[src/rtl/cmr_pkg.sv]
package cmr_pkg;

  localparam int MATRIX_HEIGHT = 8;
  localparam int MATRIX_WIDTH  = 32;

  localparam logic OP_RENDER = 1'b0;
  localparam logic OP_EVENT  = 1'b1;

  localparam logic [2:0] COLOR_GREEN  = 3'd0;
  localparam logic [2:0] COLOR_BLUE   = 3'd1;
  localparam logic [2:0] COLOR_RED    = 3'd2;
  localparam logic [2:0] COLOR_CYAN   = 3'd3;
  localparam logic [2:0] COLOR_YELLOW = 3'd4;

  localparam logic [7:0] CHAR_DASH = 8'h2D;
  localparam logic [7:0] CHAR_X    = 8'h58;
  localparam logic [7:0] CHAR_ZERO = 8'h30;
  localparam logic [7:0] CHAR_NINE = 8'h39;

  localparam logic [2:0] WDAY_SUNDAY   = 3'd0;
  localparam logic [2:0] WDAY_SATURDAY = 3'd6;
  localparam logic [4:0] FIRST_COLUMN  = 5'd7;
  localparam logic [2:0] FIRST_ROW     = 3'd6;

  typedef struct packed {
    logic        opcode;
    logic [13:0] year_value;
    logic [3:0]  month_value;
    logic [4:0]  day_value;
    logic [2:0]  weekday_value;
    logic [7:0]  event_char;
  } cmr_in_t;

  typedef struct packed {
    logic [7:0] led_index;
    logic [2:0] color_code;
    logic       last_of_run;
  } cmr_out_t;

  // One queue entry: either a month render or a lookup of one stored day.
  typedef struct packed {
    logic       is_lookup;
    logic [4:0] days;
    logic [2:0] first_wday;
    logic [4:0] today;
    logic [7:0] marker_led;
    logic       has_marker;
    logic [2:0] color;
  } cmr_cmd_t;

  function automatic logic [7:0] led_at(input logic [4:0] x, input logic [2:0] y);
    logic [7:0] cols;
    logic [7:0] led;
    begin
      cols = 8'(MATRIX_WIDTH) - 8'(x);
      if (x[0]) begin
        led = (cols - 8'd1) * 8'(MATRIX_HEIGHT) + 8'(y);
      end else begin
        led = cols * 8'(MATRIX_HEIGHT) - (8'(y) + 8'd1);
      end
      return led;
    end
  endfunction

endpackage

[src/rtl/cmr_front.sv]
module cmr_front (
  input  logic               clk,
  input  logic               rst_n,
  input  logic               in_valid,
  output logic               in_ready,
  input  cmr_pkg::cmr_in_t   in_data,
  input  logic               q_full,
  output logic               push_valid,
  output cmr_pkg::cmr_cmd_t  push_cmd
);

  logic [4:0] mlen_r, mlen_nxt;
  logic [5:0] acc_r, acc_nxt;
  logic       has_digit_r, has_digit_nxt;
  logic       digits_ended_r, digits_ended_nxt;
  logic       personal_r, personal_nxt;
  logic       stopped_r, stopped_nxt;
  logic       token_start_r, token_start_nxt;

  logic        accept;
  logic [13:0] yr_prod;
  logic        div25;
  logic        leap;
  logic [4:0]  ndays;
  logic [2:0]  wday;
  logic [4:0]  steps;
  logic [2:0]  first_wday;
  logic [4:0]  mark_x;
  logic [2:0]  mark_y;
  logic [3:0]  digit;
  logic [9:0]  acc_sum;
  logic        lookup_hit;
  logic [7:0]  c;

  assign in_ready = !q_full;
  assign accept   = in_valid && in_ready;
  assign c        = in_data.event_char;

  // A multiple of 25 times the inverse of 25 modulo 2^14 lands at or below 655.
  assign yr_prod = in_data.year_value * 14'd7209;
  assign div25   = (yr_prod <= 14'd655);
  assign leap    = (in_data.year_value[1:0] == 2'd0) &&
                   (!div25 || (in_data.year_value[3:0] == 4'd0));

  always_comb begin
    case (in_data.month_value)
      4'd4, 4'd6, 4'd9, 4'd11: ndays = 5'd30;
      4'd2:                    ndays = leap ? 5'd29 : 5'd28;
      default:                 ndays = 5'd31;
    endcase
  end

  always_comb begin
    wday  = (in_data.weekday_value == 3'd0) ? cmr_pkg::WDAY_SATURDAY
                                            : in_data.weekday_value - 3'd1;
    steps = (in_data.day_value > 5'd1) ? in_data.day_value - 5'd1 : 5'd0;
    if (steps >= 5'd28) begin
      steps = steps - 5'd28;
    end
    if (steps >= 5'd14) begin
      steps = steps - 5'd14;
    end
    if (steps >= 5'd7) begin
      steps = steps - 5'd7;
    end
    if (wday >= steps[2:0]) begin
      first_wday = wday - steps[2:0];
    end else begin
      first_wday = wday + 3'd7 - steps[2:0];
    end
    if (in_data.month_value <= 4'd4) begin
      mark_x = 5'd9 + 5'(in_data.month_value);
      mark_y = 3'd2;
    end else begin
      mark_x = 5'(in_data.month_value) - 5'd2;
      mark_y = 3'd1;
    end
  end

  assign digit   = 4'(c - cmr_pkg::CHAR_ZERO);
  assign acc_sum = 10'(acc_r) * 10'd10 + 10'(digit);

  always_comb begin
    mlen_nxt         = mlen_r;
    acc_nxt          = acc_r;
    has_digit_nxt    = has_digit_r;
    digits_ended_nxt = digits_ended_r;
    personal_nxt     = personal_r;
    stopped_nxt      = stopped_r;
    token_start_nxt  = token_start_r;
    lookup_hit       = 1'b0;
    if (accept) begin
      if (in_data.opcode == cmr_pkg::OP_RENDER) begin
        mlen_nxt         = ndays;
        acc_nxt          = 6'd0;
        has_digit_nxt    = 1'b0;
        digits_ended_nxt = 1'b0;
        personal_nxt     = 1'b0;
        stopped_nxt      = 1'b0;
        token_start_nxt  = 1'b1;
      end else if (!stopped_r) begin
        if (c == cmr_pkg::CHAR_DASH) begin
          if (token_start_r) begin
            stopped_nxt = 1'b1;
          end else begin
            lookup_hit       = has_digit_r && (acc_r != 6'd0) && (acc_r <= 6'(mlen_r));
            acc_nxt          = 6'd0;
            has_digit_nxt    = 1'b0;
            digits_ended_nxt = 1'b0;
            token_start_nxt  = 1'b1;
          end
        end else if (token_start_r && (c == cmr_pkg::CHAR_X)) begin
          personal_nxt    = 1'b1;
          token_start_nxt = 1'b0;
        end else begin
          token_start_nxt = 1'b0;
          if ((c >= cmr_pkg::CHAR_ZERO) && (c <= cmr_pkg::CHAR_NINE)) begin
            if (!digits_ended_r) begin
              acc_nxt       = (acc_sum > 10'd63) ? 6'd63 : acc_sum[5:0];
              has_digit_nxt = 1'b1;
            end
          end else begin
            digits_ended_nxt = 1'b1;
          end
        end
      end
    end
  end

  always_comb begin
    push_valid = accept && ((in_data.opcode == cmr_pkg::OP_RENDER) || lookup_hit);
    push_cmd.is_lookup  = (in_data.opcode == cmr_pkg::OP_EVENT);
    push_cmd.days       = (in_data.opcode == cmr_pkg::OP_EVENT) ? acc_r[4:0] : ndays;
    push_cmd.first_wday = first_wday;
    push_cmd.today      = in_data.day_value;
    push_cmd.marker_led = cmr_pkg::led_at(mark_x, mark_y);
    push_cmd.has_marker = (in_data.month_value >= 4'd1) && (in_data.month_value <= 4'd12);
    push_cmd.color      = personal_r ? cmr_pkg::COLOR_YELLOW : cmr_pkg::COLOR_CYAN;
  end

  always_ff @(posedge clk) begin
    if (!rst_n) begin
      mlen_r         <= 5'd0;
      acc_r          <= 6'd0;
      has_digit_r    <= 1'b0;
      digits_ended_r <= 1'b0;
      personal_r     <= 1'b0;
      stopped_r      <= 1'b0;
      token_start_r  <= 1'b1;
    end else begin
      mlen_r         <= mlen_nxt;
      acc_r          <= acc_nxt;
      has_digit_r    <= has_digit_nxt;
      digits_ended_r <= digits_ended_nxt;
      personal_r     <= personal_nxt;
      stopped_r      <= stopped_nxt;
      token_start_r  <= token_start_nxt;
    end
  end

endmodule

[src/rtl/cmr_queue.sv]
module cmr_queue (
  input  logic               clk,
  input  logic               rst_n,
  input  logic               push_valid,
  input  cmr_pkg::cmr_cmd_t  push_cmd,
  output logic               q_full,
  output logic               q_valid,
  output cmr_pkg::cmr_cmd_t  q_cmd,
  input  logic               pop
);

  cmr_pkg::cmr_cmd_t entry_r [2];
  logic       wr_ptr_r, wr_ptr_nxt;
  logic       rd_ptr_r, rd_ptr_nxt;
  logic [1:0] count_r, count_nxt;
  logic       do_pop;

  assign q_full  = (count_r == 2'd2);
  assign q_valid = (count_r != 2'd0);
  assign q_cmd   = entry_r[rd_ptr_r];
  assign do_pop  = pop && q_valid;

  always_comb begin
    wr_ptr_nxt = wr_ptr_r ^ push_valid;
    rd_ptr_nxt = rd_ptr_r ^ do_pop;
    count_nxt  = count_r + 2'(push_valid) - 2'(do_pop);
  end

  always_ff @(posedge clk) begin
    if (push_valid) begin
      entry_r[wr_ptr_r] <= push_cmd;
    end
  end

  always_ff @(posedge clk) begin
    if (!rst_n) begin
      wr_ptr_r <= 1'b0;
      rd_ptr_r <= 1'b0;
      count_r  <= 2'd0;
    end else begin
      wr_ptr_r <= wr_ptr_nxt;
      rd_ptr_r <= rd_ptr_nxt;
      count_r  <= count_nxt;
    end
  end

endmodule

[src/rtl/cmr_back.sv]
module cmr_back (
  input  logic               clk,
  input  logic               rst_n,
  input  logic               q_valid,
  input  cmr_pkg::cmr_cmd_t  q_cmd,
  output logic               pop,
  output logic               out_valid,
  input  logic               out_ready,
  output cmr_pkg::cmr_out_t  out_data
);

  typedef enum logic [1:0] {
    ST_IDLE,
    ST_DAYS,
    ST_MARK
  } state_t;

  state_t            state_r, state_nxt;
  logic              out_valid_r, out_valid_nxt;
  cmr_pkg::cmr_out_t out_data_r, out_data_nxt;
  logic [4:0]        k_r, k_nxt;
  logic [4:0]        x_r, x_nxt;
  logic [2:0]        y_r, y_nxt;
  logic [2:0]        z_r, z_nxt;
  logic [4:0]        days_r, days_nxt;
  logic [4:0]        today_r, today_nxt;
  logic [7:0]        marker_r, marker_nxt;
  logic              has_marker_r, has_marker_nxt;
  logic [7:0]        day_table_r [32];

  logic       can_load;
  logic       tbl_we;
  logic [7:0] day_led;
  logic [2:0] day_color;

  assign can_load  = !out_valid_r || out_ready;
  assign out_valid = out_valid_r;
  assign out_data  = out_data_r;
  assign day_led   = cmr_pkg::led_at(x_r, y_r);

  always_comb begin
    if (today_r == k_r) begin
      day_color = cmr_pkg::COLOR_GREEN;
    end else if ((z_r == cmr_pkg::WDAY_SUNDAY) || (z_r == cmr_pkg::WDAY_SATURDAY)) begin
      day_color = cmr_pkg::COLOR_BLUE;
    end else begin
      day_color = cmr_pkg::COLOR_RED;
    end
  end

  always_comb begin
    state_nxt      = state_r;
    out_valid_nxt  = out_valid_r && !out_ready;
    out_data_nxt   = out_data_r;
    k_nxt          = k_r;
    x_nxt          = x_r;
    y_nxt          = y_r;
    z_nxt          = z_r;
    days_nxt       = days_r;
    today_nxt      = today_r;
    marker_nxt     = marker_r;
    has_marker_nxt = has_marker_r;
    pop            = 1'b0;
    tbl_we         = 1'b0;
    case (state_r)
      ST_IDLE: begin
        if (q_valid && can_load) begin
          pop = 1'b1;
          if (q_cmd.is_lookup) begin
            out_valid_nxt            = 1'b1;
            out_data_nxt.led_index   = day_table_r[q_cmd.days];
            out_data_nxt.color_code  = q_cmd.color;
            out_data_nxt.last_of_run = 1'b1;
          end else begin
            k_nxt          = 5'd1;
            x_nxt          = cmr_pkg::FIRST_COLUMN;
            y_nxt          = cmr_pkg::FIRST_ROW;
            z_nxt          = q_cmd.first_wday;
            days_nxt       = q_cmd.days;
            today_nxt      = q_cmd.today;
            marker_nxt     = q_cmd.marker_led;
            has_marker_nxt = q_cmd.has_marker;
            state_nxt      = ST_DAYS;
          end
        end
      end
      ST_DAYS: begin
        if (can_load) begin
          tbl_we                   = 1'b1;
          out_valid_nxt            = 1'b1;
          out_data_nxt.led_index   = day_led;
          out_data_nxt.color_code  = day_color;
          out_data_nxt.last_of_run = !has_marker_r && (k_r == days_r);
          k_nxt                    = k_r + 5'd1;
          if (z_r == cmr_pkg::WDAY_SATURDAY) begin
            x_nxt = x_r - 5'd6;
            y_nxt = y_r - 3'd1;
            z_nxt = cmr_pkg::WDAY_SUNDAY;
          end else begin
            x_nxt = x_r + 5'd1;
            z_nxt = z_r + 3'd1;
          end
          if (k_r == days_r) begin
            state_nxt = has_marker_r ? ST_MARK : ST_IDLE;
          end
        end
      end
      ST_MARK: begin
        if (can_load) begin
          out_valid_nxt            = 1'b1;
          out_data_nxt.led_index   = marker_r;
          out_data_nxt.color_code  = cmr_pkg::COLOR_BLUE;
          out_data_nxt.last_of_run = 1'b1;
          state_nxt                = ST_IDLE;
        end
      end
      default: begin
        state_nxt = ST_IDLE;
      end
    endcase
  end

  always_ff @(posedge clk) begin
    if (!rst_n) begin
      state_r     <= ST_IDLE;
      out_valid_r <= 1'b0;
    end else begin
      state_r     <= state_nxt;
      out_valid_r <= out_valid_nxt;
    end
    out_data_r   <= out_data_nxt;
    k_r          <= k_nxt;
    x_r          <= x_nxt;
    y_r          <= y_nxt;
    z_r          <= z_nxt;
    days_r       <= days_nxt;
    today_r      <= today_nxt;
    marker_r     <= marker_nxt;
    has_marker_r <= has_marker_nxt;
  end

  always_ff @(posedge clk) begin
    if (!rst_n) begin
      for (int i = 0; i < 32; i++) begin
        day_table_r[i] <= 8'd0;
      end
    end else if (tbl_we) begin
      day_table_r[k_r] <= day_led;
    end
  end

endmodule

[src/rtl/calendar_matrix_renderer.sv]
// Channel  Direction  Handshake             Beat
// in_      input      in_valid / in_ready   cmr_in_t: render date or one event byte
// out_     output     out_valid / out_ready cmr_out_t: LED index, color, last flag
//
// An event byte is parsed in the front as it is accepted; a completed token that names a
// stored day is queued and, once the back is idle, presented from the output register.
// A render occupies the back sequencer for a setup step, one beat per day and, for months
// 1 to 12, a month marker beat, while the two-entry queue keeps taking beats.
// Synchronous active-low reset clears the parser, queue, sequencer and day table.
// in_ready drops only when the queue is full; out_ready low holds the output register.
module calendar_matrix_renderer (
  input  logic              clk,
  input  logic              rst_n,
  input  logic              in_valid,
  output logic              in_ready,
  input  cmr_pkg::cmr_in_t  in_data,
  output logic              out_valid,
  input  logic              out_ready,
  output cmr_pkg::cmr_out_t out_data
);

  logic              q_full;
  logic              push_valid;
  cmr_pkg::cmr_cmd_t push_cmd;
  logic              q_valid;
  cmr_pkg::cmr_cmd_t q_cmd;
  logic              pop;

  cmr_front u_front (
    .clk        (clk),
    .rst_n      (rst_n),
    .in_valid   (in_valid),
    .in_ready   (in_ready),
    .in_data    (in_data),
    .q_full     (q_full),
    .push_valid (push_valid),
    .push_cmd   (push_cmd)
  );

  cmr_queue u_queue (
    .clk        (clk),
    .rst_n      (rst_n),
    .push_valid (push_valid),
    .push_cmd   (push_cmd),
    .q_full     (q_full),
    .q_valid    (q_valid),
    .q_cmd      (q_cmd),
    .pop        (pop)
  );

  cmr_back u_back (
    .clk       (clk),
    .rst_n     (rst_n),
    .q_valid   (q_valid),
    .q_cmd     (q_cmd),
    .pop       (pop),
    .out_valid (out_valid),
    .out_ready (out_ready),
    .out_data  (out_data)
  );

endmodule

[config.mk]
export PLATFORM = sky130hd
export DESIGN_NAME = calendar_matrix_renderer
export DESIGN_NICKNAME = d
export VERILOG_FILES = /design/src/rtl/cmr_pkg.sv /design/src/rtl/cmr_front.sv /design/src/rtl/cmr_queue.sv /design/src/rtl/cmr_back.sv /design/src/rtl/calendar_matrix_renderer.sv
export SDC_FILE = /design/constraint.sdc
export NUM_CORES = 1
export LEC_CHECK = 0
export BUFFER_PORTS_ARGS = -buffer_cell sky130_fd_sc_hd__buf_2
export CELL_PAD_IN_SITES_DETAIL_PLACEMENT = 0
export CELL_PAD_IN_SITES_GLOBAL_PLACEMENT = 1
export CORE_MARGIN = 3
export CORE_UTILIZATION = 55
export CTS_BUF_LIST = sky130_fd_sc_hd__clkbuf_16
export DETAILED_ROUTE_END_ITERATION = 7
export GPL_TIMING_DRIVEN = 0
export HOLD_SLACK_MARGIN = 0.08
export PLACE_DENSITY_LB_ADDON = 0.05
export REMOVE_ABC_BUFFERS = 1
export SKIP_LAST_GASP = 1
export SYNTH_ARGS = -nofsm -noshare
export SYNTH_HDL_FRONTEND = slang
export SYNTH_SLANG_ARGS = --single-unit
export TNS_END_PERCENT = 30
[constraint.sdc]
create_clock -name clk -period 11.35 [get_ports clk]
set_clock_uncertainty 0.2 [all_clocks]
set_input_delay 2.27 -clock clk [delete_from_list [all_inputs] [get_ports clk]]
set_output_delay 2.27 -clock clk [all_outputs]
set_load 0.01 [all_outputs]
-- After elaboration in Yosys (flattened, before gate mapping)
Memories as Yosys holds them, arrays and structs flattened. A register that Yosys moved wholly into a read port is not among the register bits.
Index checks and enable logic that the tools add are counted.
- register bits: 70
- logic and storage cells: 245
- ROM bits: 0
- bits in latches: 0
- memories: 2
- memory bits (writable): 308
- memories (name ; words ; width ; rd ports ; clocked after Yosys merged registers in ; write ports ; RTL line ; text):
    u_back.day_table_r ; 32 ; 8 ; 1 ; 0 ; 32 ; cmr_back.sv:29 ; logic [7:0] day_table_r [32];
    u_queue.entry_r ; 2 ; 26 ; 1 ; 1 ; 1 ; cmr_queue.sv:12 ; cmr_pkg::cmr_cmd_t entry_r [2];
- add/sub/neg operators: 29
- multipliers: 2
- shift-type cells: 0
- div/mod/pow operators: 0
- $lt $le $gt $ge: 13
- mux-type cells: 101
- eq/ne operators: 28
- bitwise gates (word level): 4
- reductions and logical operators: 43
- operators with widths (kind ; number):
    two-way mux 5 bit ; 13
    two-way mux 12 bit ; 4
    two-way mux 6 bit ; 8
    two-way mux 1 bit ; 44
    two-way mux 3 bit ; 13
    one-hot mux 12 bit (3 select lines) ; 1
    one-hot mux 5 bit (2 select lines) ; 3
    two-way mux 8 bit ; 3
    AND reduction 5 bit ; 4
    two-way mux 2 bit ; 8
    subtractor 8 bit ; 2
    subtractor 5 x 1 -> 5 bit, second input constant ; 3
    less-or-equal comparator 14 x 10 -> 1 bit, second input constant ; 1
    multiplier 14 x 13 -> 14 bit, second input constant ; 1
    logical AND 1 bit ; 12
    inequality test 2 x 1 -> 1 bit, second input constant ; 6
    one-hot mux 3 bit (2 select lines) ; 2
    adder 10 x 4 -> 10 bit ; 1
    adder 5 x 1 -> 5 bit, second input constant ; 2
    == test 5 bit ; 2
    greater-than comparator 10 x 6 -> 1 bit, second input constant ; 1
    subtractor 1 x 5 -> 5 bit, first input constant ; 2
    multiplier 6 x 3 -> 9 bit, second input constant ; 1
    adder 8 x 2 -> 8 bit ; 1
    58 further kinds ; 82

-- Depth between registers and ports, before layout
- depth in word-level cells: 12
- gate-level depth with buffers: 27
- gate-level depth less buffers: 27

-- Cells and area by module
A second synthesis with hierarchy kept.
- cells, all modules: 1584
- area, all modules: 19548.7 sq um
- by module, submodules not included (module ; cells each ; instances ; area an instance (sq um)):
    cmr_back ; 1073 ; 1 ; 14056.0
    cmr_front ; 407 ; 1 ; 3276.9
    cmr_queue ; 104 ; 1 ; 2215.9

-- Worst setup path before layout
OpenSTA, ideal clock, no wires.
- path type: input to register
- start point: input port in_data[11] in the netlist's numbering
- end point: memory u_queue.entry_r[0][19] in the netlist's numbering, data pin
- path slack: 4215 ps
- data arrival time: 6672 ps
- library setup time: 264 ps
- data required time: 10886 ps
- path buffers: 0
- stages on the path: 23
- path through: nor3_2 > mux2_2 > ha_1 > and3_2 > a31o_1 > o21a_1 > o2bb2ai_1 > ha_1 > nand4b_1 > mux2_4 > o21ai_4 > xor2_1 > ha_1 > a311o_1 > a311oi_2 > o22ai_4 > xnor2_1 > ha_1 > o21ai_0 > nand2b_1 > a21oi_1 > o21ai_0 > xnor2_1
- RTL lines (item ; RTL line ; text):
    start: declaration ; calendar_matrix_renderer.sv:16 ; input cmr_pkg::cmr_in_t in_data,
    end: declaration ; cmr_queue.sv:12 ;

==> results.ini <==
[detailed_routing]
avgViaCountPerCell=5.80
met2WireLength_um=22300
drt_first_pass_iters=5
wl_um=44200
routedWlPerCell_um=20.0
vias=12800
drcViolationCount=0
top_layer=met4
wl_met3_um=2480
drtAntennaViolNets=0
drt_iter0_markers=832
wl_met1_um=18200

[floorplan]
initial_utilization_pct=56.0
die_h_um=194
fp.dieW_um=194
rows=68
die-area_mm2=0.0376
io_pins=53
core_area_mm2=0.0347

[power_and_ir_drop]
pwr-share-clk_pct=26.8
seq_power_share_pct=39.5
powerDensity_mw_per_mm2=214
power.total_mw=4.63
power.leakage_nw=8.47
p_sw_mw=1.64
swShare_pct=35.3
ir_worst_vdd_v=0.000132
pwr-share-comb_pct=33.7
p_int_mw=3.00

[clock_network]
cts_resized=0
numCtsBuffers=40
cts_tree=done
cts.sinks=372
ctsHoldBuffers=0
h-tree-depth=2
insertion_delay_ns=0.54
cts_buffer_depth=3
post_cts_buffers=0
clk_pin_slew_ns=0.06
root_buffer=clkbuf_16

[synthesis]
yosysUniqueCellTypes=81
yosysSeqAreaShare_pct=56.4
synth_top_area_share_pct=54.1
synth_edf_count=350
avgSynthCellArea_um2=11.4
async_flop_share_pct=0
ys_ff_latch=372
synthCells=1710
synth_top_area_cell=edfxtp_1
synthTopCellsByArea=edfxtp_1 54%, ha_1 6.0%, nor2_1 5.6%
ys_dominant_reg_cell=edfxtp_1
syn_area_mm2=0.0194
ys_warn_count=0

[hold_path]
holdCritPathClass=flip-flop to flip-flop

[placement]
dp.cells=2139
place_area_mm2=0.0203
portBuffers=52
dp_hpwl_um=29800
globalplace.congestion=0.821

[global_routing]
grt_pass1_wl_um=69800
grt_max_degree=76
grt-ovfl-total=0
antenna_found_initial=0
first_global_vias=12600
grt_usage_pct=23.5

[worst_setup_path]
cp_max_fo=10
critPathSlowestCell=a21oi_1
cp.arrival_ns=7.50
cp.required_ns=11.41
cp-start-kind=primary input
cpMostUsedCell=ha_1
cp_slowest_stage_delay_ns=0.36
worstSetupPathType=primary input to flip-flop
endpoint_kind=flip-flop

[timing]
max-slew-margin-rel_pct=13.8
period_share_pct=65.6
fmax_ghz=0.134
setup_viol=0
tightest_slew_ns=1.29
min_period_ns=7.44
rsz0062_at_grt=no
drv_slew=0
hold_violations=0
hold_slack_ns=0.278

[layout]
n_fill_cell=2813
nNetsFinal=1873
stdcell_area_mm2=0.0216
area_delta_synth_final_pct=11.2
final_common_cell=edfxtp_1
antenna_cells=0
drive_gt1_share_pct=10.5
final_cell_mix=350 x edfxtp_1, 290 x nor2_1, 247 x nand2_1
instances_no_fill=2212

[status]
run_status=finished clean

[run]
max-cap-violations=0

-- power by group through the flow --
stage / registers [mW] / logic (mW) / clock network, mW
CTS: 1.83 / 1.57 / 1.26
finish: 1.83 / 1.56 / 1.24
global placement: 1.84 / 1.43 / 0
global route: 1.84 / 1.71 / 1.32
floorplan: 1.81 / 0.963 / 0
detailed placement: 1.86 / 1.56 / 0
-- cells in the mapped netlist (all sizes together), types with 15 or more instances --
library cell and n:
fa 15, a311oi 35, nand2b 19, buf 31, mux2i 80, and3 37
mux2 18, edfxtp 350, clkbuf 62, mux4 16, dfxtp 22, o21ai 29
nand2 249, nor3 19, ha 93, nor2 292, and2 16, a21oi 26
xnor2 39, xor2 19, inv 86, nand3 17
-- cell families after synthesis --
| logic type | share of synthesized area (%) |
|---|---|
| xor+xnor | 2.61 |
| buf+inv | 3.70 |
| mux | 7.06 |
| compound gates | 6.99 |
| simple gates | 15.7 |
| fa+ha+maj | 7.54 |
| flops | 56.4 |
-- sequential cells by signal (all words and copies together) (netlist names), named ones only --
| signal | cells |
|---|---|
| u_back.day_table_r | 256 |
| u_queue.entry_r | 48 |
| u_back.out_data | 12 |
| u_back.marker_r | 7 |
| u_front.acc_r | 6 |
| u_back.days_r | 5 |
| u_back.k_r | 5 |
| u_back.today_r | 5 |
| u_back.x_r | 5 |
| u_back.y_r | 3 |
| u_back.z_r | 3 |
| u_front.mlen_r | 3 |
| u_back.state_r | 2 |
| u_queue.count_r | 2 |
| u_back.has_marker_r | 1 |
| u_back.out_valid | 1 |
| u_front.digits_ended_r | 1 |
| u_front.has_digit_r | 1 |
| u_front.personal_r | 1 |
| u_front.stopped_r | 1 |
| u_front.token_start_r | 1 |
| u_queue.rd_ptr_r | 1 |
| u_queue.wr_ptr_r | 1 |
-- worst max-delay path, delay by kind of cell --
kind | cells | cell delay, ns
XOR/XNOR | 3 | 0.47
AO/OA/AOI/OAI | 11 | 2.18
buffers and inverters | 2 | 0.25
AND/OR/NAND/NOR | 3 | 0.39
multiplexers | 2 | 0.61
adder cells (fa/ha/maj) | 5 | 1.34
-- routing by layer --
metal | global-route usage [%] | up-vias
li1 | - | 6114
met1 | 31.2 | 6241
met2 | 41.1 | 390
met3 | 2.62 | 76
met4 | 7.21 | 0
met5 | 0 | -
-- metrics by stage --
stage | setup TNS, ns | setup slack, ns | util [%]
global placement | -6.01 | -0.804 | 57.2
finish | 0 | 3.91 | 62.2
global route | 0 | 3.31 | 62.2
floorplan | 0 | 4.05 | -
detailed placement | 0 | 3.42 | 58.6
CTS | 0 | 3.93 | 62.2
-- final timing paths --
path                     startpoint                endpoint  slack, ns  cells after the start
setup / recovery        in_data[11]  u_queue.entry_r[0][19]       3.91                     26
hold reg to reg   u_front.mlen_r[3]       u_front.mlen_r[3]       0.28                      1
setup reg to reg          flip-flop      u_back.out_data[7]       6.96                      7
hold / removal    u_front.mlen_r[3]       u_front.mlen_r[3]       0.28                      1
-- area by class of cell --
cell class	count	area (um^2)	area share [%]
well taps	455	569	2.64
repair buffers	67	604	2.80
clock inverters	32	221	1.03
flip-flops and latches	372	11000	50.7
multi-input cells	1159	7900	36.6
inverters	86	328	1.52
clock buffers	41	1030	4.75
(Power assumes the default switching activity.)
